File: src/hdl/bizu_pkg.sv
// ----------------------------------------------------------------------------
// bizu_pkg
// Shared types and constants of the bilinear image zoom unit: transfer
// payloads, configuration register map and pipeline metadata.
// ----------------------------------------------------------------------------
package bizu_pkg;

    // Request function codes
    localparam logic FUNC_WRITE = 1'b0;
    localparam logic FUNC_READ  = 1'b1;

    // Saturation limit of an output pixel
    localparam logic [7:0] PIX_MAX = 8'd255;

    // Configuration register map
    typedef enum logic [2:0] {
        CFG_INV_ZOOM_X   = 3'd0,
        CFG_INV_ZOOM_Y   = 3'd1,
        CFG_ROI_LEFT     = 3'd2,
        CFG_ROI_TOP      = 3'd3,
        CFG_ROI_RIGHT    = 3'd4,
        CFG_ROI_BOTTOM   = 3'd5,
        CFG_IMAGE_WIDTH  = 3'd6,
        CFG_IMAGE_HEIGHT = 3'd7
    } cfg_index_t;

    // Register reset values
    localparam logic [23:0] RST_INV_ZOOM = 24'd65536;
    localparam logic [8:0]  RST_ROI_LO   = 9'd0;
    localparam logic [8:0]  RST_ROI_HI   = 9'd511;
    localparam logic [9:0]  RST_IMG_SIZE = 10'd512;

    // Request transfer payload
    typedef struct packed {
        logic       func;
        logic [8:0] col;
        logic [8:0] row;
        logic [7:0] pixel_in;
    } req_t;

    // Result transfer payload
    typedef struct packed {
        logic [7:0] out_pixel;
        logic [8:0] out_col;
        logic [8:0] out_row;
    } rsp_t;

    // Configuration register file contents
    typedef struct packed {
        logic [23:0] inv_zoom_x;
        logic [23:0] inv_zoom_y;
        logic [8:0]  roi_left;
        logic [8:0]  roi_top;
        logic [8:0]  roi_right;
        logic [8:0]  roi_bottom;
        logic [9:0]  image_width;
        logic [9:0]  image_height;
    } cfg_t;

    // Metadata of a read request travelling with its memory access
    typedef struct packed {
        logic       vld;
        logic       zero;
        logic [7:0] p;
        logic [7:0] q;
        logic [8:0] col;
        logic [8:0] row;
    } stage_t;

endpackage

File: src/hdl/bizu_blend.sv
// ----------------------------------------------------------------------------
// bizu_blend
// Bilinear blend of the four neighbors: horizontal weights, then vertical
// weights, truncate and saturate, and the result output register.
// ----------------------------------------------------------------------------
module bizu_blend (
    input  logic                 clk,
    input  logic                 rst_n,
    input  bizu_pkg::stage_t     b_meta,
    output logic                 load_c,
    input  logic [7:0]           pix_a,
    input  logic [7:0]           pix_b,
    input  logic [7:0]           pix_c,
    input  logic [7:0]           pix_d,
    output logic                 rsp_valid,
    input  logic                 rsp_ready,
    output bizu_pkg::rsp_t       rsp
);

    import bizu_pkg::*;

    logic        load_d;
    logic        load_o;

    stage_t      c_meta_reg;
    stage_t      c_meta_next;
    logic [8:0]  wp;
    logic [16:0] h0_full;
    logic [16:0] h1_full;

    logic        d_vld_reg;
    logic        d_vld_next;
    logic        d_zero_reg;
    logic [7:0]  d_q_reg;
    logic [15:0] d_h0_reg;
    logic [15:0] d_h1_reg;
    logic [8:0]  d_col_reg;
    logic [8:0]  d_row_reg;

    logic [8:0]  wq;
    logic [24:0] sum;
    logic [8:0]  v9;
    logic [7:0]  pix;

    logic        rsp_vld_reg;
    logic        rsp_vld_next;
    rsp_t        rsp_reg;

    // Stage flow, output register parts the two sides
    assign load_o = !rsp_vld_reg || rsp_ready;
    assign load_d = !d_vld_reg || load_o;
    assign load_c = !c_meta_reg.vld || load_d;

    // Stage C metadata (memory data arrives alongside)
    always_comb
    begin
        c_meta_next = c_meta_reg;
        if (load_c)
        begin
            c_meta_next = b_meta;
        end
    end

    always_ff @(posedge clk or negedge rst_n)
    begin
        if (!rst_n)
        begin
            c_meta_reg <= '0;
        end
        else
        begin
            c_meta_reg <= c_meta_next;
        end
    end

    // Horizontal blend of each row pair
    assign wp      = 9'd256 - {1'b0, c_meta_reg.p};
    assign h0_full = 17'(wp) * 17'(pix_a) + 17'(c_meta_reg.p) * 17'(pix_b);
    assign h1_full = 17'(wp) * 17'(pix_c) + 17'(c_meta_reg.p) * 17'(pix_d);

    assign d_vld_next = load_d ? c_meta_reg.vld : d_vld_reg;

    always_ff @(posedge clk or negedge rst_n)
    begin
        if (!rst_n)
        begin
            d_vld_reg <= 1'b0;
        end
        else
        begin
            d_vld_reg <= d_vld_next;
        end
    end

    always_ff @(posedge clk)
    begin
        if (load_d)
        begin
            d_zero_reg <= c_meta_reg.zero;
            d_q_reg    <= c_meta_reg.q;
            d_h0_reg   <= h0_full[15:0];
            d_h1_reg   <= h1_full[15:0];
            d_col_reg  <= c_meta_reg.col;
            d_row_reg  <= c_meta_reg.row;
        end
    end

    // Vertical blend, truncate, saturate
    assign wq  = 9'd256 - {1'b0, d_q_reg};
    assign sum = 25'(wq) * 25'(d_h0_reg) + 25'(d_q_reg) * 25'(d_h1_reg);
    assign v9  = sum[24:16];

    always_comb
    begin
        if (d_zero_reg)
        begin
            pix = '0;
        end
        else if (v9 > 9'(PIX_MAX))
        begin
            pix = PIX_MAX;
        end
        else
        begin
            pix = v9[7:0];
        end
    end

    // Result register
    assign rsp_vld_next = load_o ? d_vld_reg : rsp_vld_reg;

    always_ff @(posedge clk or negedge rst_n)
    begin
        if (!rst_n)
        begin
            rsp_vld_reg <= 1'b0;
        end
        else
        begin
            rsp_vld_reg <= rsp_vld_next;
        end
    end

    always_ff @(posedge clk)
    begin
        if (load_o)
        begin
            rsp_reg.out_pixel <= pix;
            rsp_reg.out_col   <= d_col_reg;
            rsp_reg.out_row   <= d_row_reg;
        end
    end

    assign rsp_valid = rsp_vld_reg;
    assign rsp       = rsp_reg;

endmodule

File: config.mk
export PLATFORM = sky130hd
export DESIGN_NAME = bizu_blend
export DESIGN_NICKNAME = d
export VERILOG_FILES = /design/src/hdl/bizu_pkg.sv /design/src/hdl/bizu_blend.sv
export SDC_FILE = /design/constraint.sdc
export NUM_CORES = 1
export LEC_CHECK = 0
export ABC_AREA = 1
export BUFFER_PORTS_ARGS = -buffer_cell sky130_fd_sc_hd__buf_4
export CAP_MARGIN = 20
export CORE_UTILIZATION = 52
export CTS_BUF_LIST = sky130_fd_sc_hd__clkbuf_16
export CTS_CLUSTER_SIZE = 10
export DETAILED_ROUTE_END_ITERATION = 10
export MAX_ROUTING_LAYER = met4
export PLACE_DENSITY = 0.79
export SLEW_MARGIN = 25
export SYNTH_ARGS = -nofsm -noshare
export SYNTH_HDL_FRONTEND = slang
export SYNTH_SLANG_ARGS = --single-unit
File: constraint.sdc
create_clock -name clk -period 20.9 [get_ports clk]
set_clock_uncertainty 0.15 [all_clocks]
set_input_delay 4.18 -clock clk [delete_from_list [all_inputs] [get_ports clk]]
set_output_delay 4.18 -clock clk [all_outputs]
set_load 0.02 [all_outputs]
Yosys cells after proc, flatten, opt, wreduce, memory -nomap -nowiden
Cells that the tools add are included.
{"block": "word_totals", "out_inout_bits": 28, "input_bits": 71, "elab_cells": 36, "register_bits": 123}
{"block": "op_classes", "multipliers": 6, "n_lt_le_gt_ge": 1, "mux": 1, "n_addsub": 5, "reduce_logical": 6}
{"operator": "$add A16 B16 Y16", "n": 2}
{"operator": "$mul A8 B8 Y16", "n": 2}
{"operator": "$mul A9 B8 Y16", "n": 2}
{"operator": "$add A25 B24 Y25", "n": 1}
{"operator": "$mul A9 B16 Y25", "n": 1}
{"operator": "$mul A8 B16 Y24", "n": 1}
{"operator": "$sub A9 B8 Y9 const A", "n": 2}
{"operator": "$gt A9 B8 Y1 const B", "n": 1}
{"operator": "$mux W8", "n": 1}
{"operator": "$logic_not A1 Y1", "n": 3}
{"operator": "$logic_or A1 B1 Y1", "n": 3}

Longest topological paths before layout
{"block": "depth", "word_depth": 5, "ltp_mapped": 35, "depth_no_buf": 32}

Least setup slack after synthesis
Ideal clock, no wire load.
{"block": "synth_path", "kind": "input-to-output", "from": "in rsp_ready", "to": "out load_c", "n_path_buf": 1, "required_ns": 16.570, "cell_stages": 5, "t_arrival_ns": 5.461, "slack_ns": 11.109, "path_cell_list": "nor2_1 inv_1 nor2_1 nand2_1 clkbuf_1"}
{"block": "synth_via", "elab_chain_len": 3}
{"item": "from (decl)", "line_no": "bizu_blend.sv:16", "source": "input logic rsp_ready,"}
{"item": "$logic_or A1 B1 Y1", "line_no": "bizu_blend.sv:50", "source": "assign load_o = !rsp_vld_reg || rsp_ready;"}
{"item": "net load_o", "line_no": "bizu_blend.sv:23", "source": "logic load_o;"}
{"item": "$logic_or A1 B1 Y1", "line_no": "bizu_blend.sv:51", "source": "assign load_d = !d_vld_reg || load_o;"}
{"item": "$logic_or A1 B1 Y1", "line_no": "bizu_blend.sv:52", "source": "assign load_c = !c_meta_reg.vld || load_d;"}
{"item": "to (decl)", "line_no": "bizu_blend.sv:10", "source": "output logic load_c,"}
The timed path passes the listed nets, and every way through them passes these cells.

Worst setup path in the final report
Same ends and word-level chain as after synthesis.

==> impl_results.md <==
- Outcome: completed
- Cell area after technology mapping: around 0.023 sq mm
- Number of antenna violations at the first check in global routing: 0
- Total detailed-routing wirelength: roughly 54,000 microns
- Setup violations, final: 0
- Clk buf depth: 2
- Post-route cell area: ~0.024 sq mm
- Fraction of layout instances using a drive strength above 1: 0.0701
- Height of the chip: 210 microns
- DRC violation count after routing: 0
- Placer Congestion: a little under 1
- Min cycle time layout: 10.87 ns
- Fmax: 0.0920 GHz
- H-tree levels: 4
- Maximum number of pins on one net before global-route repair: 44
- Routed wire per std cell: roughly 16 microns
- 1st-iter DRT viols: between 1,000 and 1,500
- Number of flip-flops under the largest register name: 36
- Unrepaired setup endpoints after global routing: no
- Seq cells post-synth: around 120
- Required time of the critical path: roughly 17 ns
- Die Area: roughly 0.044 sq mm
- Cell type of the slowest stage on the worst timing path: sky130_fd_sc_hd__clkinv_1
- Post-Place Worst Slack: slightly above 10 ns
- CTS clk-pin slew, worst paths: 0.07 ns
- Layout-stage area growth over the synthesis result: 7.60%
- 1st-pass router iterations: 8
- Cell chain of the critical path: buf_4, nor2_1, clkinv_1, nor2_1, nand2_4, buf_4
- Initial cell density of the core: 0.532
- Worst hold path type: register to register
- Number of CTS-inserted buffers: 17
- Cts repair resizes: 0
- Width of the die: 210 microns
- Avg Cell Area, Syn: 8.45 sq um
- Min setup slack post-route: ~10 ns
- DP Area: roughly 0.024 sq mm
- Final hold slack: 0.262 ns
- PortBufs: a little under 100
- Number of global-route vias before repair: roughly 18,000
- Total global routing track utilization: 0.270
- Number of buffers inserted for hold repair after clock tree synthesis: 0
- Post-DRT Antenna Nets: 0
- Largest stage delay, worst path: 0.76 ns
- Number of distinct library cells after synthesis: 39
- CTS tree: done
- Number of fill cells: roughly 3,600
- Io pins: between 90 and 100
- Final-report max-slew violation count: 0
- Drt via density: 5.09
- Sequential area share after synthesis: 0.155
- Max capacitance violation total: 0
- Synthesized netlist cell count: between 2,000 and 3,000
- Transition at the pin with the smallest max-transition slack: 0.965 ns
- Post-CTS Repair Setup Buffers: 0
- Share of Yosys cell area claimed by the top area cell type: 0.377
- Placement row count: 75
- Setup crit start kind: input pin
- HPWL after detailed placement: around 44,000 microns
- Clk sink count: 123
- Clock Latency Late Sink: approximately 0.44 ns
- Number of hold-slack violations in the final timing report: 0
- Wire length of the first global-routing pass: 90,300 microns
- Crit path capture type: output pin
- Setup Crit Path Kind: input pin to output pin
- Clk Tree Root Cell: sky130_fd_sc_hd__clkbuf_16
- Summed negative setup slack over all endpoints: 0 ns
- Relative slew slack: 0.353
- Core Box Area: approximately 0.042 sq mm
- Critical path peak fanout: 43
- Number of nets in the layout: 3,396
- Post-synth top area cell: sky130_fd_sc_hd__fa_1
- Fin crit share: 0.520
- Data arrival time at the worst-slack endpoint: between 6 and 7 ns
- Vias after detailed routing: 16,730
- Syn nets: approximately 3,400
- N_diodes: 0
- Cell types with the largest area share after synthesis: sky130_fd_sc_hd__fa_1 38%, sky130_fd_sc_hd__inv_1 14%, sky130_fd_sc_hd__ha_1 11%, sky130_fd_sc_hd__edfxtp_1 11%, sky130_fd_sc_hd__nand2_1 10%
- Residual overflow from global routing: 0
- Synthesis Warnings: 0
## layout by cell type (no fill, tap or decap), drive strengths merged
| cell type | instances |
|---|---|
| o21bai | 4 |
| inv | 844 |
| ha | 204 |
| o2111ai | 3 |
| nor2 | 150 |
| or3 | 2 |
| buf | 108 |
| nand3b | 4 |
| or2 | 4 |
| clkinv | 4 |
| o211ai | 1 |
| edfxtp | 85 |
| a21o | 5 |
| a211oi | 1 |
| a31oi | 1 |
| xnor2 | 13 |
| clkinvlp | 2 |
| clkbuf | 17 |
| a21oi | 57 |
| nand4 | 9 |
| o311ai | 1 |
| dfrtp | 38 |
| nor3 | 9 |
| nand2 | 601 |
| xor2 | 27 |
| mux2 | 29 |
| fa | 424 |
| nand3 | 34 |
| o21ai | 29 |
## logic make-up after synthesis
kind of cell / after synthesis / share of synthesized area
fa+ha+maj: 628 / 0.490
buf+inv: 931 / 0.157
xor+xnor: 40 / 0.0159
mux: 29 / 0.0145
compound gates: 102 / 0.0246
flops: 123 / 0.155
simple gates: 813 / 0.142
## cells in the mapped netlist, drive strengths merged
library cell / number
nand4: 9
ha: 204
nand3: 34
o311ai: 1
a31oi: 1
a211oi: 1
o2111ai: 3
a21o: 5
fa: 424
mux2: 29
nor2: 150
xor2: 27
nor3: 9
nand3b: 4
o21bai: 4
or2: 4
nand2: 601
buf: 27
o21ai: 29
edfxtp: 85
a21oi: 57
inv: 835
or3: 2
clkbuf: 69
xnor2: 13
o211ai: 1
dfrtp: 38
## worst paths after layout
path	slack, ns	startpoint	endpoint	depth (start not counted)
worst max register to register	13.29	d_q_reg[0]	rsp[25]	29
worst min-delay path	0.26	d_col_reg[3]	rsp[12]	0
max in group asynchronous	16.63	rst_n	c_meta_reg[31]	1
min in group asynchronous	3.56	rst_n	c_meta_reg[14]	1
worst max-delay path	10.03	rsp_ready	load_c	6
worst min register to register	0.26	d_col_reg[3]	rsp[12]	0
## critical path: cells and delay by family
family | cells | cell delay [ns]
buffers and inverters | 3 | 1.19
AND/OR/NAND/NOR | 3 | 1.17
## per-stage QoR
step,instances,util
2_1_floorplan,2666,-
3_3_place_gp,3255,0.559
3_5_place_dp,3255,0.559
4_1_cts,3287,0.573
5_1_grt,3287,0.573
6_report,3287,0.573
## cell type report
class / count / area, sq um / share of cell area
Sequential cell: 123 / 3500 / 0.144
Inverter: 835 / 3130 / 0.129
Clock buffer: 17 / 425 / 0.0175
Timing Repair Buffer: 108 / 811 / 0.0334
Multi-Input combinational cell: 1612 / 15500 / 0.639
Clock inverter: 15 / 146 / 0.00604
Tap cell: 577 / 722 / 0.0298
## metal layers
layer  vias to the layer above  global-route usage  part of all wire
li1                       7667                   -                 -
met1                      8269               0.318              0.38
met2                       635               0.464              0.51
met3                       159              0.0325             0.062
met4                         0               0.119             0.042
met5                         -                   -                 0
Power is left out: the tool's default activity adds up to more than one toggle a clock period on the data nets, which glitch-free logic cannot reach.
