<file path="src/hdl/bizu_pkg.sv">
// ----------------------------------------------------------------------------
// bizu_pkg
// Shared types and constants of the bilinear image zoom unit: transfer
// payloads, configuration register map and pipeline metadata.
// ----------------------------------------------------------------------------
package bizu_pkg;

    // Request function codes
    localparam logic FUNC_WRITE = 1'b0;
    localparam logic FUNC_READ  = 1'b1;

    // Saturation limit of an output pixel
    localparam logic [7:0] PIX_MAX = 8'd255;

    // Configuration register map
    typedef enum logic [2:0] {
        CFG_INV_ZOOM_X   = 3'd0,
        CFG_INV_ZOOM_Y   = 3'd1,
        CFG_ROI_LEFT     = 3'd2,
        CFG_ROI_TOP      = 3'd3,
        CFG_ROI_RIGHT    = 3'd4,
        CFG_ROI_BOTTOM   = 3'd5,
        CFG_IMAGE_WIDTH  = 3'd6,
        CFG_IMAGE_HEIGHT = 3'd7
    } cfg_index_t;

    // Register reset values
    localparam logic [23:0] RST_INV_ZOOM = 24'd65536;
    localparam logic [8:0]  RST_ROI_LO   = 9'd0;
    localparam logic [8:0]  RST_ROI_HI   = 9'd511;
    localparam logic [9:0]  RST_IMG_SIZE = 10'd512;

    // Request transfer payload
    typedef struct packed {
        logic       func;
        logic [8:0] col;
        logic [8:0] row;
        logic [7:0] pixel_in;
    } req_t;

    // Result transfer payload
    typedef struct packed {
        logic [7:0] out_pixel;
        logic [8:0] out_col;
        logic [8:0] out_row;
    } rsp_t;

    // Configuration register file contents
    typedef struct packed {
        logic [23:0] inv_zoom_x;
        logic [23:0] inv_zoom_y;
        logic [8:0]  roi_left;
        logic [8:0]  roi_top;
        logic [8:0]  roi_right;
        logic [8:0]  roi_bottom;
        logic [9:0]  image_width;
        logic [9:0]  image_height;
    } cfg_t;

    // Metadata of a read request travelling with its memory access
    typedef struct packed {
        logic       vld;
        logic       zero;
        logic [7:0] p;
        logic [7:0] q;
        logic [8:0] col;
        logic [8:0] row;
    } stage_t;

endpackage

</file>
<file path="src/hdl/bizu_cfg.sv">
// ----------------------------------------------------------------------------
// bizu_cfg
// Configuration register file: takes register write transfers and holds
// zoom factors, region of interest and image size.
// ----------------------------------------------------------------------------
module bizu_cfg (
    input  logic               clk,
    input  logic               rst_n,
    input  logic               cfg_valid,
    output logic               cfg_ready,
    input  logic [2:0]         cfg_index,
    input  logic [23:0]        cfg_data,
    output bizu_pkg::cfg_t     cfg
);

    import bizu_pkg::*;

    cfg_t cfg_reg;
    cfg_t cfg_next;

    // Writes are always taken
    assign cfg_ready = 1'b1;

    // Register update
    always_comb
    begin
        cfg_next = cfg_reg;
        if (cfg_valid)
        begin
            case (cfg_index)
                CFG_INV_ZOOM_X:   cfg_next.inv_zoom_x   = cfg_data;
                CFG_INV_ZOOM_Y:   cfg_next.inv_zoom_y   = cfg_data;
                CFG_ROI_LEFT:     cfg_next.roi_left     = cfg_data[8:0];
                CFG_ROI_TOP:      cfg_next.roi_top      = cfg_data[8:0];
                CFG_ROI_RIGHT:    cfg_next.roi_right    = cfg_data[8:0];
                CFG_ROI_BOTTOM:   cfg_next.roi_bottom   = cfg_data[8:0];
                CFG_IMAGE_WIDTH:  cfg_next.image_width  = cfg_data[9:0];
                CFG_IMAGE_HEIGHT: cfg_next.image_height = cfg_data[9:0];
                default:          cfg_next = cfg_reg;
            endcase
        end
    end

    always_ff @(posedge clk or negedge rst_n)
    begin
        if (!rst_n)
        begin
            cfg_reg.inv_zoom_x   <= RST_INV_ZOOM;
            cfg_reg.inv_zoom_y   <= RST_INV_ZOOM;
            cfg_reg.roi_left     <= RST_ROI_LO;
            cfg_reg.roi_top      <= RST_ROI_LO;
            cfg_reg.roi_right    <= RST_ROI_HI;
            cfg_reg.roi_bottom   <= RST_ROI_HI;
            cfg_reg.image_width  <= RST_IMG_SIZE;
            cfg_reg.image_height <= RST_IMG_SIZE;
        end
        else
        begin
            cfg_reg <= cfg_next;
        end
    end

    assign cfg = cfg_reg;

endmodule

</file>
<file path="config.mk">
export PLATFORM = sky130hd
export DESIGN_NAME = bizu_cfg
export DESIGN_NICKNAME = d
export VERILOG_FILES = /design/src/hdl/bizu_pkg.sv /design/src/hdl/bizu_cfg.sv
export SDC_FILE = /design/constraint.sdc
export NUM_CORES = 1
export LEC_CHECK = 0
export BUFFER_PORTS_ARGS = -buffer_cell sky130_fd_sc_hd__buf_2
export CAP_MARGIN = 20
export CORE_ASPECT_RATIO = 0.5
export CORE_MARGIN = 2
export CORE_UTILIZATION = 50
export DETAILED_ROUTE_END_ITERATION = 8
export PLACE_DENSITY = 0.87
export SKIP_LAST_GASP = 1
export SYNTH_ARGS = -nofsm -noshare
export SYNTH_HDL_FRONTEND = slang
export SYNTH_SLANG_ARGS = --single-unit
</file>
<file path="constraint.sdc">
create_clock -name clk -period 1.2 [get_ports clk]
set_clock_uncertainty 0.2 [all_clocks]
set_input_delay 0.06 -clock clk [delete_from_list [all_inputs] [get_ports clk]]
set_output_delay 0.06 -clock clk [all_outputs]
set_load 0.01 [all_outputs]
</file>
Word-level counts from Yosys, hierarchy flattened:

Cells that the tools add are included.

* output and inout port bits: 105
* register bits: 104

* reductions and logical operators: 9
* equal/unequal tests: 7

Operators by type and width (number)
* AND reduction 2 bit: 8
* == test 3 bit, second input constant: 4
* == test 3 x 2 -> 1 bit, second input constant: 2
* == test 3 x 1 -> 1 bit, second input constant: 1
* zero test 3 bit: 1

Longest topological paths before layout:

Gate-level depths: netlist of the first run.

* word-level depth: 2
* gate-level depth with buffers: 5
* mapped depth without buffers: 2

Worst setup path after synthesis of the first run:

No wires, ideal clock.

* path kind: input port to flip-flop
* from: in cfg_index[0]
* to: reg cfg_reg (netlist bit cfg[100])
* buffers on the path: 2
* required time: 0.875 ns
* slack: -0.277 ns
* stages: 4
* data arrival time: 1.152 ns
* library setup time: 0.125 ns
* cells stage by stage: buf_4 nor4b_4 buf_6 mux2_2

* longest elaborated chain between the ends: 2

RTL lines
* start, declared: line bizu_cfg.sv:11 `input logic [2:0] cfg_index,`
* zero test 3 bit: line bizu_cfg.sv:30 `case (cfg_index)`
* AND reduction 2 bit (no source line)
* end signal, assigned: line bizu_cfg.sv:59 `cfg_reg <= cfg_next;`
* end, declared: line bizu_cfg.sv:18 `cfg_t cfg_reg;`

No other way between the ends.
A chain may end at the register's enable or synchronous reset.

Worst setup path in the final report of the first run:

* from: reg cfg_reg (netlist bit cfg[31])
* to: out cfg[31] in the netlist's numbering

RTL lines
* end, declared: line bizu_cfg.sv:13 `output bizu_pkg::cfg_t cfg`

No word-level cell between the ends.

==> results of run 1 <==
==> worst max path at each step <==
stage,startpoint,to
after global routing,cfg[31],cfg[31]
after floorplan,cfg_index[2],cfg[100]
after detailed placement,cfg_index[0],cfg[74]
final,cfg[31],cfg[31]
after CTS,cfg[33],cfg[33]
after global placement,cfg_index[0],cfg[76]
==> timing repair <==
| item | CTS | global route |
|---|---|---|
| resized for setup | 23 | 6 |
| endpoints found under the hold margin | 208 | 0 |
| hold buffers | 25 | 0 |
| endpoints found under the setup margin | 28 | 69 |
| pin swaps | 0 | 3 |
| gates cloned | 0 | 3 |
| buffers inserted | 5 | 4 |
==> kinds of logic after synthesis <==
kind of cell | count (synthesis) | synth area share
muxes | 104 | 0.294
DFF | 104 | 0.660
buffers and inverters | 13 | 0.0239
and+or+nand+nor | 8 | 0.0217
other | 1 | 0.000941
==> per-stage QoR <==
stage | setup TNS, ns | cell area [um^2]
finish | -1.15 | 5980
detailed placement | -23.33 | 5130
global route | -1.80 | 5980
global placement | -19.72 | 5130
CTS | -1.14 | 5880
floorplan | -10.84 | 4220
==> final cells by class <==
cell class | count | area, um^2 | share of cell area
sequential | 104 | 2630 | 0.439
multi-input combinational | 113 | 1490 | 0.250
timing repair buffer | 187 | 1400 | 0.235
clock buffer | 10 | 229 | 0.0383
tap | 108 | 135 | 0.0226
clock inverter | 6 | 92.6 | 0.0155
==> cells in the mapped netlist <==
library cell	count
mux2_2	103
dfrtp_1	82
dfstp_2	22
buf_2	7
buf_6	4
nand4b_1	3
nor4bb_1	3
buf_4	2
conb_1	1
mux2_1	1
nand4_1	1
nor4b_4	1
==> cells in the final DEF (no fill, tap or decap) <==
cell,netlist,final
dfrtp_1,82,82
buf_6,4,26
clkbuf_16,0,11
mux2_4,0,50
nor4b_4,1,1
clkinvlp_4,0,2
buf_2,7,108
mux2_2,103,54
nand4_1,1,1
buf_12,0,6
bufinv_16,0,2
clkinv_4,0,1
nor4bb_4,0,3
dfstp_2,22,22
inv_6,0,1
dlygate4sd3_1,0,25
nand4b_1,3,3
clkbuf_1,0,1
clkbuf_4,0,1
buf_4,2,19
conb_1,1,1
==> power by group through the flow <==
stage / registers, uW / logic (uW) / clock network, uW
after global routing: 4980 / 3110 / 3310
final: 4920 / 2940 / 3140
after global placement: 4820 / 2440 / 0
after floorplan: 5220 / 988 / 0
after detailed placement: 4870 / 2520 / 0
after CTS: 4870 / 2870 / 3150
==> metal layers <==
layer,GRT usage,vias to the layer above
met3,0.0729,22
li1,-,1193
met2,0.450,99
met1,0.302,1453
met5,0,-
met4,0.105,0
==> flow_metrics.py, run 1 <==
metrics = {
    "worst_setup_path": {
        "critical_path.max_fanout": 2,
        "crit_type": "flop to primary output",
        "worst-path-buf-inv": 1,
        "r2r_start": "cfg[58]",
        "cp_num_cells": 1,
        "cp_data_required_time_ns": 0.94,
        "arrival_ns": 1.02,
        "start_kind": "flop",
        "reg2reg_depth": 2,
        "r2r_end": "cfg[58]",
        "crit_chain": "buf_6",
        "cpPeakStageDelay_ns": 0.56,
        "r2r_slack_ns": 0.10,
        "critPathTopFamily": "flip-flops",
        "crit_path_end_kind": "primary output",
        "cp_slowest_cell": "dfstp_2",
    },
    "logic_synthesis": {
        "syn_avg_cell_area_um2": 17.3,
        "yosys.area.top_type": "dfrtp_1",
        "syn_inst": 230,
        "yosys-top-cells-area": "dfrtp_1 51%, mux2_2 29%, dfstp_2 15%, buf_6 1.1%, buf_2 0.88%",
        "synth_top_cell_area_share": 0.515,
        "syn_nets": 260,
        "synthesis.area_mm2": 0.00399,
        "seq_area_frac_synth": 0.660,
        "synth-seq-cells": 104,
        "yosysWarnings": 0,
        "ys_types": 12,
    },
    "place": {
        "place_ws_ns": -0.367,
        "routabilityCongestion": 0.756,
        "portBuffers": 133,
        "hpwl_mm": 6.27,
        "dp_cells": 475,
    },
    "global_routing": {
        "grt_pass1_vias": 2959,
        "grt_pass1_wl_mm": 16.2,
        "grt_antenna_before_repair": 0,
        "grt_usage": 0.255,
        "grt_max_degree": 73,
        "overflow": 0,
    },
    "cts": {
        "ctsRootBufferMaster": "clkbuf_16",
        "insertion_delay_ns": 0.34,
        "path_clk_slew_ns": 0.08,
        "h-tree-depth": 3,
        "cts_sinks": 104,
        "cts_made_buffers": 9,
        "clockBufferDepth": 2,
        "cts_tree": "yes",
    },
    "timing": {
        "post-route-period-util": 1.06,
        "max_freq_ghz": 0.784,
        "setup_violations": 23,
        "period_needed_ns": 1.28,
        "final_hold_viol_count": 0,
        "grt_setup_unrepaired": "true",
        "hold_slack_ns": 0.0867,
        "slew_viol_final": 0,
        "post-route-worst-setup-slack_ns": -0.0763,
    },
    "floorplanning": {
        "die_area_mm2": 0.00875,
        "dieWidth_um": 130,
        "io_pins": 135,
        "core-area_mm2": 0.00751,
        "initial_core_util": 0.530,
        "die_height_um": 67.1,
        "rows": 22,
    },
    "power": {
        "leakagePower_uw": 0.00287,
        "power_uw": 11000,
        "p_switching_uw": 3060,
        "power.density_mw_per_mm2": 1840,
        "irDropWorstVdd_uv": 1380,
        "p_clk_frac": 0.286,
        "intPower_uw": 7940,
        "seqPwrFrac": 0.447,
        "combPwrFrac": 0.267,
        "switching_share": 0.278,
    },
    "cells_and_area": {
        "post-route-util": 0.796,
        "layoutNonFillerInstCount": 528,
        "nFillCells": 391,
        "area_growth_pct": 50.1,
        "nNetsFinal": 445,
        "n_antenna_cell": 0,
        "drive_gt1_frac": 0.731,
        "largest_reg_flops": 104,
    },
    "route": {
        "drtIter0Drc": 100,
        "drc": 0,
        "wl_met3_um": 565,
        "routed_wl_mm": 11.3,
        "final_antenna_net_count": 0,
        "route.met2.wl_mm": 5.79,
        "dr.pass1.iters": 4,
        "vias": 2767,
        "drt-met1-wl_mm": 4.75,
        "viasPerCell": 5.24,
        "top_layer_used": "met4",
        "routedWlPerCell_um": 21.5,
    },
    "hold_path": {
        "hold_class": "input port to asynchronous set/reset pin",
    },
    "status": {
        "violations": "setup timing",
        "status": "complete, but fails checks",
    },
    "flow_run": {
        "maxCapViolations": 0,
    },
}
(Power assumes the default switching activity.)
==> inputs of run 2 (changes only) <==
--- a/config.mk
+++ b/config.mk
@@ -14,3 +14,2 @@
 export PLACE_DENSITY = 0.87
-export SKIP_LAST_GASP = 1
 export SYNTH_ARGS = -nofsm -noshare
--- a/constraint.sdc
+++ b/constraint.sdc
@@ -4,2 +4,2 @@
 set_output_delay 0.06 -clock clk [all_outputs]
-set_load 0.01 [all_outputs]
+set_load 0.05 [all_outputs]
==> flow_metrics.py, run 2 (synthesis gave the netlist of run 1 again) <==
metrics = {
    "route": {
        "routedWlPerCell_um": 25.3,
        "routed_wl_mm": 13.8,
        "final_antenna_net_count": 0,
        "drtIter0Drc": 234,
        "vias": 2958,
        "dr.pass1.iters": 4,
        "drc": 0,
        "viasPerCell": 5.42,
    },
    "cells_and_area": {
        "nFillCells": 255,
        "largest_reg_flops": 104,
        "area_growth_pct": 68.8,
        "post-route-util": 0.895,
        "drive_gt1_frac": 0.742,
        "most-common-layout-cells": "82 x dfrtp_1, 82 x buf_6, 54 x mux2_2, 50 x mux2_4, 43 x buf_4",
        "nNetsFinal": 463,
        "layoutNonFillerInstCount": 546,
        "n_antenna_cell": 0,
        "final-seq-area_mm2": 0.00263,
        "multi_input_comb_area_mm2": 0.00149,
    },
    "worst_setup_path": {
        "critPathTopFamily": "flip-flops",
        "critical_path.max_fanout": 2,
        "cp_slowest_cell": "dfstp_2",
        "start_kind": "flop",
        "crit_path_end_kind": "primary output",
        "arrival_ns": 1.08,
        "reg2reg_depth": 3,
        "cpPeakStageDelay_ns": 0.57,
        "worst-path-buf-inv": 1,
        "crit_chain": "buf_8",
        "cp_data_required_time_ns": 0.94,
        "crit_type": "flop to primary output",
        "r2r_start": "cfg[23]",
        "r2r_end": "cfg[23]",
        "r2r_slack_ns": 0.03,
    },
    "floorplanning": {
        "initial_core_util": 0.530,
        "dieWidth_um": 130,
        "io_pins": 135,
        "die_area_mm2": 0.00875,
        "core-area_mm2": 0.00751,
        "die_height_um": 67.1,
        "rows": 22,
    },
    "cts": {
        "clockBufferDepth": 2,
        "ctsRootBufferMaster": "clkbuf_16",
        "h-tree-depth": 3,
        "path_clk_slew_ns": 0.08,
        "insertion_delay_ns": 0.35,
        "cts_tree": "yes",
        "cts_sinks": 104,
        "cts_made_buffers": 9,
    },
    "global_routing": {
        "grt_max_degree": 73,
        "grt_antenna_before_repair": 0,
        "overflow": 0,
        "grt_pass1_vias": 3068,
        "grt_pass1_wl_mm": 17.7,
        "grt_usage": 0.281,
    },
    "place": {
        "portBuffers": 133,
        "routabilityCongestion": 0.756,
        "hpwl_mm": 6.27,
        "dp_cells": 475,
        "place_ws_ns": -0.367,
    },
    "status": {
        "status": "complete, but fails checks",
        "violations": "setup timing",
    },
    "timing": {
        "slew_viol_final": 0,
        "post-route-worst-setup-slack_ns": -0.143,
        "post-route-period-util": 1.12,
        "period_needed_ns": 1.34,
        "grt_setup_unrepaired": "true",
        "max_freq_ghz": 0.745,
        "final_hold_viol_count": 0,
        "setup_violations": 53,
    },
    "power": {
        "power_uw": 14900,
        "irDropWorstVdd_uv": 2060,
        "power.density_mw_per_mm2": 2220,
        "leakagePower_uw": 0.00315,
    },
    "hold_path": {
        "hold_class": "input port to asynchronous set/reset pin",
    },
    "flow_run": {
        "maxCapViolations": 0,
    },
}
==> run 2: cell count changes in the layout (fill, tap and decap cells not counted) <==
cell,change
clkbuf_4,-1
clkbuf_16,-1
buf_8,+22
buf_2,-84
buf_4,+24
buf_16,+2
buf_6,+56
==> run 2: cell type report <==
class,instances,area share
clock buffers,10,0.0340
clock inverters,6,0.0138
multi-input cells,113,0.222
flip-flops and latches,104,0.391
well taps,108,0.0201
repair buffers,205,0.319
==> run 2: worst max path at each step <==
stage                 start  cells past startpoint        to  slack [ns]
2_1_floorplan  cfg_index[2]                      4  cfg[100]       -0.24
3_3_place_gp   cfg_index[0]                      4   cfg[76]       -0.31
3_5_place_dp   cfg_index[0]                      4   cfg[74]       -0.37
4_1_cts             cfg[32]                      1   cfg[32]       -0.12
5_1_grt             cfg[24]                      1   cfg[24]       -0.15
6_report            cfg[24]                      1   cfg[24]       -0.14
==> run 2: through the flow <==
step           hold slack (ns)  area, um^2  TNS, ns
2_1_floorplan           -0.436        4220   -10.84
3_3_place_gp            -0.103        5130   -19.72
3_5_place_dp           -0.0906        5130   -23.33
4_1_cts                 0.0804        6320    -2.36
5_1_grt                 0.0860        6730    -4.46
6_report                0.0620        6730    -3.26
==> run 2: power breakdown <==
| part | switching [uW] | internal [uW] | total [uW] |
|---|---|---|---|
| Clock | 1370 | 1840 | 3210 |
| Combinational | 3840 | 2750 | 6600 |
| Sequential | 731 | 4410 | 5140 |
| Total | 5940 | 9000 | 14900 |
==> run 2: repair_timing <==
action,CTS,global route
resized for setup,175,62
setup buffers,7,20
endpoints found under the setup margin,110,124
endpoints found under the hold margin,208,0
pin swaps,0,1
hold buffers,25,0
gates cloned,2,1
==> run 2: worst reg2reg max path: cells and delay by family (launching register included) <==
kind	cells	cell delay (ns)
buf+inv	2	0.25
flops	1	0.38
mux	1	0.27
==> run 2: metal layers <==
layer,up-vias,routed length [um],global-route usage,share of wire
met1,1588,5660,0.355,0.41
li1,1222,-,-,-
met3,25,862,0.0824,0.062
met5,-,0,0,0
met2,123,7040,0.478,0.51
met4,0,278,0.0847,0.020
