===== src/hdl/bizu_pkg.sv =====
// ----------------------------------------------------------------------------
// bizu_pkg
// Shared types and constants of the bilinear image zoom unit: transfer
// payloads, configuration register map and pipeline metadata.
// ----------------------------------------------------------------------------
package bizu_pkg;

    // Request function codes
    localparam logic FUNC_WRITE = 1'b0;
    localparam logic FUNC_READ  = 1'b1;

    // Saturation limit of an output pixel
    localparam logic [7:0] PIX_MAX = 8'd255;

    // Configuration register map
    typedef enum logic [2:0] {
        CFG_INV_ZOOM_X   = 3'd0,
        CFG_INV_ZOOM_Y   = 3'd1,
        CFG_ROI_LEFT     = 3'd2,
        CFG_ROI_TOP      = 3'd3,
        CFG_ROI_RIGHT    = 3'd4,
        CFG_ROI_BOTTOM   = 3'd5,
        CFG_IMAGE_WIDTH  = 3'd6,
        CFG_IMAGE_HEIGHT = 3'd7
    } cfg_index_t;

    // Register reset values
    localparam logic [23:0] RST_INV_ZOOM = 24'd65536;
    localparam logic [8:0]  RST_ROI_LO   = 9'd0;
    localparam logic [8:0]  RST_ROI_HI   = 9'd511;
    localparam logic [9:0]  RST_IMG_SIZE = 10'd512;

    // Request transfer payload
    typedef struct packed {
        logic       func;
        logic [8:0] col;
        logic [8:0] row;
        logic [7:0] pixel_in;
    } req_t;

    // Result transfer payload
    typedef struct packed {
        logic [7:0] out_pixel;
        logic [8:0] out_col;
        logic [8:0] out_row;
    } rsp_t;

    // Configuration register file contents
    typedef struct packed {
        logic [23:0] inv_zoom_x;
        logic [23:0] inv_zoom_y;
        logic [8:0]  roi_left;
        logic [8:0]  roi_top;
        logic [8:0]  roi_right;
        logic [8:0]  roi_bottom;
        logic [9:0]  image_width;
        logic [9:0]  image_height;
    } cfg_t;

    // Metadata of a read request travelling with its memory access
    typedef struct packed {
        logic       vld;
        logic       zero;
        logic [7:0] p;
        logic [7:0] q;
        logic [8:0] col;
        logic [8:0] row;
    } stage_t;

endpackage


===== src/hdl/bizu_addr.sv =====
// ----------------------------------------------------------------------------
// bizu_addr
// Request stage: source position multiply and region test on accept, then
// neighbor address generation with edge clamp and pixel store writes.
// ----------------------------------------------------------------------------
module bizu_addr #(
    parameter int MAX_WIDTH  = 512,
    parameter int MAX_HEIGHT = 512
) (
    input  logic                 clk,
    input  logic                 rst_n,
    input  bizu_pkg::cfg_t       cfg,
    input  logic                 req_valid,
    output logic                 req_ready,
    input  bizu_pkg::req_t       req,
    input  logic                 load_c,
    output logic                 mem_we,
    output logic [$clog2(MAX_WIDTH)+$clog2(MAX_HEIGHT)-1:0] mem_waddr,
    output logic [7:0]           mem_wdata,
    output logic [$clog2(MAX_WIDTH)+$clog2(MAX_HEIGHT)-1:0] top_addr_a,
    output logic [$clog2(MAX_WIDTH)+$clog2(MAX_HEIGHT)-1:0] top_addr_b,
    output logic [$clog2(MAX_WIDTH)+$clog2(MAX_HEIGHT)-1:0] bot_addr_a,
    output logic [$clog2(MAX_WIDTH)+$clog2(MAX_HEIGHT)-1:0] bot_addr_b,
    output bizu_pkg::stage_t     b_meta
);

    import bizu_pkg::*;

    localparam int XW = $clog2(MAX_WIDTH);
    localparam int YW = $clog2(MAX_HEIGHT);

    logic          accept;
    logic          load_b;
    logic [XW-1:0] wm1;
    logic [YW-1:0] hm1;
    logic          roi_ok;
    logic [32:0]   sx;
    logic [32:0]   sy;

    logic          b_vld_reg;
    logic          b_vld_next;
    req_t          b_item_reg;
    logic          b_roi_ok_reg;
    logic [32:0]   b_sx_reg;
    logic [32:0]   b_sy_reg;

    logic [16:0]   xi_full;
    logic [16:0]   yi_full;
    logic          past_x;
    logic          past_y;
    logic [XW-1:0] xi;
    logic [YW-1:0] yi;
    logic [XW-1:0] xn;
    logic [YW-1:0] yn;
    logic          col_ok;
    logic          row_ok;

    // Stage flow: B moves on when C takes it
    assign load_b    = !b_vld_reg || load_c;
    assign req_ready = load_b;
    assign accept    = req_valid && load_b;

    // Last valid column and row, size saturated to 1..MAX
    always_comb
    begin
        if (cfg.image_width == '0)
        begin
            wm1 = '0;
        end
        else if (32'(cfg.image_width) > MAX_WIDTH)
        begin
            wm1 = XW'(MAX_WIDTH - 1);
        end
        else
        begin
            wm1 = XW'(cfg.image_width - 10'd1);
        end

        if (cfg.image_height == '0)
        begin
            hm1 = '0;
        end
        else if (32'(cfg.image_height) > MAX_HEIGHT)
        begin
            hm1 = YW'(MAX_HEIGHT - 1);
        end
        else
        begin
            hm1 = YW'(cfg.image_height - 10'd1);
        end
    end

    // Region of interest test, right and bottom clamped to the image
    assign roi_ok = (req.col >= cfg.roi_left) && (req.col <= cfg.roi_right) &&
                    (32'(req.col) <= 32'(wm1)) &&
                    (req.row >= cfg.roi_top) && (req.row <= cfg.roi_bottom) &&
                    (32'(req.row) <= 32'(hm1));

    // Source position in Q17.16
    assign sx = 33'(req.col) * 33'(cfg.inv_zoom_x);
    assign sy = 33'(req.row) * 33'(cfg.inv_zoom_y);

    assign b_vld_next = load_b ? accept : b_vld_reg;

    always_ff @(posedge clk or negedge rst_n)
    begin
        if (!rst_n)
        begin
            b_vld_reg <= 1'b0;
        end
        else
        begin
            b_vld_reg <= b_vld_next;
        end
    end

    always_ff @(posedge clk)
    begin
        if (accept)
        begin
            b_item_reg   <= req;
            b_roi_ok_reg <= roi_ok;
            b_sx_reg     <= sx;
            b_sy_reg     <= sy;
        end
    end

    // Integer position, past-image test and neighbor clamp
    assign xi_full = b_sx_reg[32:16];
    assign yi_full = b_sy_reg[32:16];
    assign past_x  = 32'(xi_full) > 32'(wm1);
    assign past_y  = 32'(yi_full) > 32'(hm1);
    assign xi      = XW'(xi_full);
    assign yi      = YW'(yi_full);
    assign xn      = (xi == wm1) ? xi : xi + XW'(1);
    assign yn      = (yi == hm1) ? yi : yi + YW'(1);

    // Neighbor addresses: top pair on one copy, bottom pair on the other
    assign top_addr_a = {yi, xi};
    assign top_addr_b = {yi, xn};
    assign bot_addr_a = {yn, xi};
    assign bot_addr_b = {yn, xn};

    // Pixel store write, issued in order with the reads
    assign col_ok    = 32'(b_item_reg.col) < MAX_WIDTH;
    assign row_ok    = 32'(b_item_reg.row) < MAX_HEIGHT;
    assign mem_we    = load_c && b_vld_reg && (b_item_reg.func == FUNC_WRITE) &&
                       col_ok && row_ok;
    assign mem_waddr = {YW'(b_item_reg.row), XW'(b_item_reg.col)};
    assign mem_wdata = b_item_reg.pixel_in;

    // Metadata for the blend stages
    always_comb
    begin
        b_meta.vld  = b_vld_reg && (b_item_reg.func == FUNC_READ);
        b_meta.zero = !b_roi_ok_reg || past_x || past_y;
        b_meta.p    = b_sx_reg[15:8];
        b_meta.q    = b_sy_reg[15:8];
        b_meta.col  = b_item_reg.col;
        b_meta.row  = b_item_reg.row;
    end

endmodule


===== config.mk =====
export PLATFORM = sky130hd
export DESIGN_NAME = bizu_addr
export DESIGN_NICKNAME = d
export VERILOG_FILES = /design/src/hdl/bizu_pkg.sv /design/src/hdl/bizu_addr.sv
export SDC_FILE = /design/constraint.sdc
export NUM_CORES = 1
export LEC_CHECK = 0
export ABC_AREA = 1
export BUFFER_PORTS_ARGS = -buffer_cell sky130_fd_sc_hd__clkbuf_2
export CELL_PAD_IN_SITES_DETAIL_PLACEMENT = 1
export CELL_PAD_IN_SITES_GLOBAL_PLACEMENT = 2
export CORE_ASPECT_RATIO = 2
export CORE_MARGIN = 10
export CORE_UTILIZATION = 35
export CTS_CLUSTER_SIZE = 24
export DETAILED_ROUTE_END_ITERATION = 7
export PLACE_DENSITY = 0.81
export SLEW_MARGIN = 20
export SYNTH_ARGS = -nofsm -noshare
export SYNTH_HDL_FRONTEND = slang
export SYNTH_SLANG_ARGS = --single-unit

===== constraint.sdc =====
create_clock -name clk -period 6.71 [get_ports clk]
set_input_delay 1.342 -clock clk [delete_from_list [all_inputs] [get_ports clk]]
set_output_delay 1.342 -clock clk [all_outputs]
set_load 0.03 [all_outputs]

# After elaboration in Yosys (flattened, before gate mapping)
# Index checks and enable logic that the tools add are counted.
# totals
inputBits	135
regBits	95
elab_cells	49
out_inout_bits	136
# op_classes
reduce_logical	16
eq_ne	2
order_cmp	10
n_addsub	4
multipliers	2
mux	6
bitwise	1
# ops
cell	n
$mul A9 B24 Y33	2
$mux W9	6
$le A9 B9 Y1	4
$gt A17 B9 Y1	2
$gt A10 B10 Y1 const B	2
$logic_not A10 Y1	2
$add A9 B1 Y9 const B	2
$eq A9 B9 Y1	2
$ge A9 B9 Y1	2
$sub A9 B1 Y9 const B	2
$logic_and A1 B1 Y1	9
$logic_or A1 B1 Y1	3
$logic_not A1 Y1	2
$not A1 Y1	1

# Depth between registers and ports, before layout
# Gate-level depths: netlist (run 1).
# depth
word_depth	8
ltp_mapped	22
ltp_nobuf	21

# Least setup slack after synthesis (run 1)
# OpenSTA, ideal clock, no wires.
# synth_timing
path_kind	in2reg
start	input req_valid
end	register b_item_reg[26] in the netlist's numbering, enable pin
arrival_ps	5159
required_time_ps	6170
slack_ps	1011
stages	2
path_buffers	0
setup_time_ps	540
path_cell_list	inv_1 a21oi_1
# synth_via
elab_chain_cells	1
# synth_rtl
element	line	text
from (decl)	bizu_addr.sv:13	input logic req_valid,
$logic_and A1 B1 Y1	bizu_addr.sv:61	assign accept = req_valid && load_b;
named net accept	bizu_addr.sv:32	logic accept;
to (signal assigned)	bizu_addr.sv:121	b_item_reg <= req;
to (decl)	bizu_addr.sv:42	req_t b_item_reg;
# The timed path passes the listed nets, and every way through them passes these cells.
# A chain may end at the register's enable or synchronous reset.

# Worst setup path after layout (run 1)
# layout_timing
start	input cfg[10] in the netlist's numbering
end	output bot_addr_b[8]
# layout_via
elab_chain_cells	5
elab_cells_between_ends	7
cone_classes	add/sub: 1; order compare: 1; eq/ne: 1; mux: 3; reduce/logical: 1
# layout_rtl
element	line	text
from (decl)	bizu_addr.sv:12	input bizu_pkg::cfg_t cfg,
$sub A9 B1 Y9 or $gt A10 B10 Y1 (tied branches)	bizu_addr.sv:76, bizu_addr.sv:70	
$mux W9	bizu_addr.sv:70	else if (32'(cfg.image_width) > MAX_WIDTH)
$mux W9 (*)	bizu_addr.sv:66	if (cfg.image_width == '0)
$eq A9 B9 Y1 (*)	bizu_addr.sv:135	assign xn = (xi == wm1) ? xi : xi + XW'(1);
$mux W9 (*)	bizu_addr.sv:135	
to (decl)	bizu_addr.sv:23	output logic [$clog2(MAX_WIDTH)+$clog2(MAX_HEIGHT)-1:0] bot_addr_b,
# Every way passes the cells marked *; elsewhere a longest branch is shown, timed or not.

==> flow_summary.toml, run 1 <==
[placement]
gp_congestion = 0.929
hpwl_um = 61500
port_buffers = 270

[timing]
fin_skew_ps = 6.72
setup_viol = 0
slew_headroom = 0.377
setup_tns_ps = 0
worst_pin_slew_ps = 932
fmax_mhz = 168
hold_viol_final = 0
slew_violations = 0
hold_ws_ps = 607
period_share = 0.888
rsz0062_at_grt = "no"
min_period_ps = 5960

[route]
drc = 0
vias_per_cell = 4.82
ant_nets = 0
vias = 17300
post_drt_wl_per_cell_um = 19.6
dr.pass1.iters = 4
wl_um = 70300
first_iter_violations = 459

[yosys]
synth-edff-count = 78
synth.area.top_cells = "fa_1 31%, nand2_1 14%, inv_1 13%"
synthArstFlopShare = 0.0127
synth_seq_area_share = 0.118
ys_ff_latch = 79
synth_most_common_cell = "nand2_1"
yosys_warnings = 0
synthCells = 2733
yosysTopAreaCellShare = 0.307
syn_area_mm2 = 0.0201
yosys_most_used_dff = "edfxtp_1"
yosysTopAreaCell = "fa_1"
syn_nets = 3350
syn_area_per_cell_um2 = 7.34
yosys-top-cells-count = "766 x nand2_1, 715 x inv_1, 308 x fa_1, 174 x ha_1, 136 x nor2_1"
synth_cell_types = 36

[clock_tree]
cts_tree = "built"
cts.sinks = 79
postCtsHoldBufs = 0
path_clk_slew_ps = 70
clockBufferDepth = 2
numCtsBuffers = 9
cts_max_level = 3
cts.repair.resized = 0
root_buffer = "clkbuf_16"
postCtsSetupBuffers = 0
insertion_delay_ps = 390

[power]
ir_drop_v = 0.000196
comb_power_share = 0.817
seqPwrFrac = 0.125
swShare = 0.609
power.total_w = 0.00943
power_leakage_nw = 13.1
power_density_mw_per_mm2 = 436
internal_power_w = 0.00369
p_sw_w = 0.00574
clockPowerShare = 0.058

[run_status]
outcome = "finished, final reports clean"

[critical_path]
cp.required_ps = 5370
start_kind = "input port"
worstSetupStartpoint = "cfg[10]"
reg2reg_from = "b_vld_reg"
cp-end-kind = "output port"
crit_fanout = 7
worstSetupPathType = "in -> out"
critPathArrivalTime_ps = 4610

[min_path]
min_from = "b_vld_reg"
min_path_type = "reg -> reg"

[final_layout]
diodes = 0
final_layout_size_suffix_gt1_frac = 0.113
finalNetCount = 3452
area_growth_pct = 7.92

[die]
die_x_um = 189
fp-row-count = 124
io_pins = 271
core_mm2 = 0.0569
die_h_um = 359
fp.dieArea_mm2 = 0.0679
start_util = 0.353

[global_route]
antenna_found_initial = 0
grt_pass1_vias = 20400
grt_use_total = 0.210
grt_overflow = 0
grt_first_pass_wirelength_um = 110000
grt_max_degree = 62

[run]
max-cap-violations = 0
==> per-layer routing <==
| metal | wire [um] | up-vias | share of wire | track usage |
|---|---|---|---|---|
| met5 | 0 | - | 0 | 0 |
| met4 | 3940 | 0 | 0.056 | 0.116 |
| met3 | 2160 | 140 | 0.031 | 0.0237 |
| met2 | 41200 | 345 | 0.59 | 0.437 |
| met1 | 23000 | 8750 | 0.33 | 0.187 |
| li1 | - | 8102 | - | - |
==> layout by cell type, fill, tap and decap left out, types with 16 or more instances in the layout <==
cell      instances
buf_4            17
nand3_1          61
o21ai_0          54
xnor2_1          16
inv_1           715
nand2_1         766
nor2_1          136
xor2_1           32
nor3_1           18
fa_1            308
ha_1            174
edfxtp_1         78
clkbuf_2        270
a21oi_1         102
==> metrics by stage <==
stage                     area (um^2)   util  cells  worst slack (ps)
after floorplan                 20100      -   2733              1010
after global placement          21400  0.375   3580               444
after detailed placement        21400  0.375   3580               465
after CTS                       21700  0.380   3596               693
after global routing            21700  0.380   3596               237
final                           21700  0.380   3596               754
==> layout make-up <==
class / instances / area [um^2]
fillers: 7205 / 35300
multi-input cells: 1741 / 13900
inverters: 715 / 2680
flip-flops and latches: 79 / 2370
repair buffers: 289 / 1520
well taps: 756 / 946
clock buffers: 9 / 225
clock inverters: 7 / 70.1
==> power by group through the flow <==
stage | clock network, W | registers [W] | logic (W)
CTS | 0.000575 | 0.00118 | 0.00785
global route | 0.000581 | 0.00119 | 0.00867
global placement | 0 | 0.00119 | 0.00765
detailed placement | 0 | 0.00119 | 0.00780
finish | 0.000549 | 0.00118 | 0.00771
floorplan | 0 | 0.00106 | 0.00556
==> worst max-delay path, stage by stage <==
cell and delay, ps:
clkbuf_2 110, inv_1 90, ha_1 210, nand3_1 140
nor3_1 150, nand2_1 90, nor2_1 150, nor2_1 120
o21ai_0 380, ha_1 320, nand2_1 110, nor2_1 60
nand3_1 270, nand2_1 140, nor2_1 180, nand3_1 150
nor2_1 150, xor2_1 200, clkbuf_2 240
==> kinds of logic after synthesis <==
group | after synthesis | share of synthesized area
buffers and inverters | 913 | 0.193
multiplexers | 1 | 0.000561
AND/OR/NAND/NOR | 1022 | 0.202
AO/OA/AOI/OAI | 188 | 0.0508
adder cells (fa/ha/maj) | 482 | 0.416
flip-flops | 79 | 0.118
XOR/XNOR | 48 | 0.0209
==> path summary, 6_finish.rpt <==
check / slack [ps] / end / cells past startpoint
worst max-delay path: 750 / bot_addr_b[8] / 19
worst min-delay path: 610 / b_vld_reg / 2
worst max register to register: 4640 / b_sx_reg[9] / 2
worst min register to register: 610 / b_vld_reg / 2
max in group asynchronous: 5910 / b_vld_reg / 1
min in group asynchronous: 710 / b_vld_reg / 1
Note: power is estimated with default switching activity, not from simulation.
==> run 2, diff against run 1 <==
--- a/config.mk
+++ b/config.mk
@@ -8,3 +8,2 @@
 export ABC_AREA = 1
-export BUFFER_PORTS_ARGS = -buffer_cell sky130_fd_sc_hd__clkbuf_2
 export CELL_PAD_IN_SITES_DETAIL_PLACEMENT = 1
@@ -13,5 +12,6 @@
 export CORE_MARGIN = 10
-export CORE_UTILIZATION = 35
+export CORE_UTILIZATION = 39
 export CTS_CLUSTER_SIZE = 24
 export DETAILED_ROUTE_END_ITERATION = 7
+export DONT_BUFFER_PORTS = 1
 export PLACE_DENSITY = 0.81
--- a/constraint.sdc
+++ b/constraint.sdc
@@ -3,2 +3,2 @@
 set_output_delay 1.342 -clock clk [all_outputs]
-set_load 0.03 [all_outputs]
+set_load 0.1 [all_outputs]
==> flow_summary.toml, run 2 (same netlist as run 1, synthesis figures left out) <==
[run_status]
outcome = "finished, final reports clean"

[die]
io_pins = 271
core_mm2 = 0.0509
fp.dieArea_mm2 = 0.0615
start_util = 0.394
die_h_um = 341
die_x_um = 180
fp-row-count = 117

[run]
max-cap-violations = 0

[critical_path]
critPathArrivalTime_ps = 4940
crit_path_frequent_cell = "nor2_1"
cp.required_ps = 5370
start_kind = "input port"
cp-end-kind = "output port"
critPathSlowestCell = "nor2_1"
critical_path.cell_chain = "inv_1 -> ha_1 -> nand3_1 -> nor3_1 -> nand2_1 -> nor2_1 -> nor2_1 -> o21ai_0 -> ha_1 -> nand2_1 -> nor2_1 -> nand3_1 -> nand2_1 -> nor2_1 -> nand3_1 -> nor2_1 -> xor2_4 -> buf_12"
max_stage_delay_ps = 360
crit_fanout = 7
worstSetupPathType = "in -> out"

[global_route]
grt_use_total = 0.227
grt_pass1_vias = 19600
grt_overflow = 0
antenna_found_initial = 1
grt_max_degree = 58
grt_first_pass_wirelength_um = 109000

[placement]
hpwl_um = 59600
port_buffers = 0
place_ws_ps = 395
gp_congestion = 0.895

[route]
drc = 0
first_iter_violations = 507
wl_um = 69000
post_drt_wl_per_cell_um = 21.0
vias_per_cell = 5.04
dr.pass1.iters = 4
ant_nets = 0
vias = 16600

[timing]
period_share = 0.936
worst_pin_slew_ps = 1100
setup_slack_ps = 430
min_period_ps = 6280
rsz0062_at_grt = "no"
slew_violations = 0
slew_headroom = 0.270
hold_viol_final = 0
hold_ws_ps = 635
fin_skew_ps = 23.4
fmax_mhz = 159
setup_viol = 0

[clock_tree]
postCtsSetupBuffers = 0
cts_tree = "built"
path_clk_slew_ps = 90
cts.sinks = 79
cts.repair.resized = 0
root_buffer = "clkbuf_16"
clockBufferDepth = 2
insertion_delay_ps = 390
numCtsBuffers = 9
postCtsHoldBufs = 0
cts_max_level = 3

[min_path]
min_path_type = "in -> async"

[final_layout]
final_cell_mix = "766 x nand2_1, 715 x inv_1, 308 x fa_1"
fin_util = 0.427
final_layout_size_suffix_gt1_frac = 0.0501
finalNetCount = 3245
diodes = 0
final_common_cell = "nand2_1"
area_growth_pct = 8.49
[run 2: area by class of cell]
class	count	area [um^2]
fill	6363	29200
multi-input combinational	1741	14100
inverter	715	2680
sequential	79	2370
timing repair buffer	82	1510
tap	654	818
clock buffer	9	225
clock inverter	7	86.3
[run 2: layer usage]
layer	up-vias	wire, um	share of wire	global-route usage
met3	133	2200	0.032	0.0284
met5	-	11	0.00016	0
li1	7695	-	-	-
met2	312	41500	0.60	0.477
met4	2	3140	0.045	0.103
met1	8422	22100	0.32	0.205
[run 2: stage by stage]
| step | instance area, um^2 | cells | setup TNS (ps) |
|---|---|---|---|
| after detailed placement | 21500 | 3271 | 0 |
| final | 21800 | 3287 | 0 |
| after global placement | 21500 | 3271 | 0 |
| after floorplan | 20100 | 2733 | -26.1 |
| after global routing | 21800 | 3287 | 0 |
| after CTS | 21800 | 3287 | 0 |
[run 2: worst paths after layout]
| kind | startpoint | to | slack, ps | depth (start not counted) |
|---|---|---|---|---|
| min in group clk | b_vld_reg | mem_wdata[3] | 930 | 1 |
| worst max-delay path | cfg[10] | bot_addr_b[8] | 430 | 18 |
| worst min register to register | b_vld_reg | mem_wdata[3] | 930 | 1 |
| max in group asynchronous | rst_n | b_vld_reg | 6010 | 0 |
| worst max register to register | b_vld_reg | b_meta[1] | 4300 | 2 |
| worst min-delay path | rst_n | b_vld_reg | 640 | 0 |
[run 2: worst max-delay path, delay by kind of cell]
family | cells | cell delay [ps]
fa+ha+maj | 2 | 530
compound gates | 1 | 300
buf+inv | 2 | 360
xor+xnor | 1 | 200
simple gates | 12 | 2170
Power of run 2 is left out: the tool's default activity adds up to more than one toggle a clock period on the data nets, which glitch-free logic cannot reach.
==> run 3, diff against run 2 <==
- CORE_UTILIZATION: 39 -> 35
- PLACE_DENSITY: 0.81 -> 0.77
- clock period: 6.71 -> 5.6 ns (I/O delays scaled with it)
==> flow_summary.toml, run 3 (same netlist as run 1, synthesis figures left out) <==
[route]
vias = 16700
ant_nets = 0
post_drt_wl_per_cell_um = 20.7
dr.pass1.iters = 6
wl_um = 70400
drc = 0
first_iter_violations = 494
vias_per_cell = 4.93

[timing]
period_share = 0.944
hold_viol_final = 0
slew_headroom = 0.242
rsz0062_at_grt = "no"
setup_viol = 0
slew_violations = 0
min_period_ps = 5290
setup_tns_ps = 0
fin_skew_ps = 6.07
worst_pin_slew_ps = 1140
fmax_mhz = 189

[clock_tree]
cts_tree = "built"
root_buffer = "clkbuf_16"
postCtsHoldBufs = 0
path_clk_slew_ps = 70
numCtsBuffers = 9
clockBufferDepth = 2
cts_max_level = 3
insertion_delay_ps = 390
cts.sinks = 79

[critical_path]
cp-end-kind = "output port"
critPathArrivalTime_ps = 4170
critPathSlowestCell = "o21ai_0"
max_stage_delay_ps = 500
critical_path.cell_chain = "inv_1 -> ha_1 -> nand4_1 -> nor2_1 -> nand2_1 -> inv_1 -> o21ai_0 -> ha_1 -> nand2_1 -> nor2_1 -> nand4_1 -> nand4_1 -> nor2_1 -> buf_4 -> nand3_1 -> xnor2_4 -> buf_12"
worstSetupPathType = "in -> out"
start_kind = "input port"
crit_fanout = 7
cp.required_ps = 4480

[final_layout]
final_cell_mix = "766 x nand2_1, 715 x inv_1, 308 x fa_1"
final_layout_size_suffix_gt1_frac = 0.0512
area_growth_pct = 9.86
final_common_cell = "nand2_1"
finalNetCount = 3248
fill_cells = 7021

[min_path]
min_path_type = "in -> async"

[global_route]
grt_use_total = 0.211
grt_max_degree = 69
grt_overflow = 0
grt_pass1_vias = 19800
grt_first_pass_wirelength_um = 109000
antenna_found_initial = 4

[placement]
port_buffers = 0
hpwl_um = 60500
gp_congestion = 0.884

[run_status]
outcome = "finished, final reports clean"

[die]
die_x_um = 189
fp-row-count = 124
fp.dieArea_mm2 = 0.0679
io_pins = 271
start_util = 0.353
core_mm2 = 0.0569
die_h_um = 359

[run]
max-cap-violations = 0
==> run 3: cell types whose count changed in the layout (fill, tap and decap cells not counted), moves of 3 or more <==
cell and delta:
xnor2_4 +5, buf_16 -8, o21ai_1 +3, buf_12 +19
xnor2_2 -5, buf_4 -8, o21ai_0 -3
==> run 3: layout make-up <==
| type | count | area [um^2] | share of cell area |
|---|---|---|---|
| clock inverter | 7 | 72.6 | 0.00329 |
| sequential | 79 | 2370 | 0.107 |
| tap | 756 | 946 | 0.0429 |
| inverter | 715 | 2680 | 0.122 |
| clock buffer | 9 | 225 | 0.0102 |
| multi-input combinational | 1741 | 14100 | 0.641 |
| antenna | 1 | 2.50 | 0.000113 |
| timing repair buffer | 85 | 1610 | 0.0730 |
==> run 3: critical path, delay by kind of cell <==
kind | cells | cell delay [ps]
AO/OA/AOI/OAI | 1 | 500
buffers and inverters | 4 | 480
AND/OR/NAND/NOR | 9 | 1180
adder cells (fa/ha/maj) | 2 | 610
XOR/XNOR | 1 | 260
==> run 3: per-stage QoR <==
stage	std cells	hold WS [ps]	utilization	worst slack [ps]	area, um^2
detailed placement	3376	790	0.382	107	21700
floorplan	2733	824	-	-458	20200
finish	3393	420	0.387	311	22100
CTS	3392	362	0.387	109	22000
global route	3392	399	0.387	4.09	22000
global placement	3376	761	0.382	285	21700
==> run 3: path summary, 6_finish.rpt <==
| check | from | endpoint | slack (ps) | cells past startpoint |
|---|---|---|---|---|
| setup / recovery | cfg[0] | bot_addr_b[17] | 310 | 17 |
| hold / removal | rst_n | b_vld_reg | 420 | 0 |
| setup reg to reg | b_vld_reg | b_sx_reg[13] | 3840 | 2 |
| hold reg to reg | b_vld_reg | b_sx_reg[23] | 800 | 1 |
| max in group asynchronous | rst_n | b_vld_reg | 5120 | 0 |
| min in group clk | b_vld_reg | b_sx_reg[23] | 800 | 1 |
==> run 3: layer usage <==
metal  wire [um]  global-route usage
met5          44                   0
met2       41800               0.439
met3        2770              0.0349
met4        3290               0.103
met1       22500               0.185
==> run 3: timing repair <==
action / in CTS / in global routing
setup buffers: 0 / 0
endpoints found under the setup margin: 0 / 4
gates resized for setup: 0 / 4
Power of run 3 is left out for the same reason.
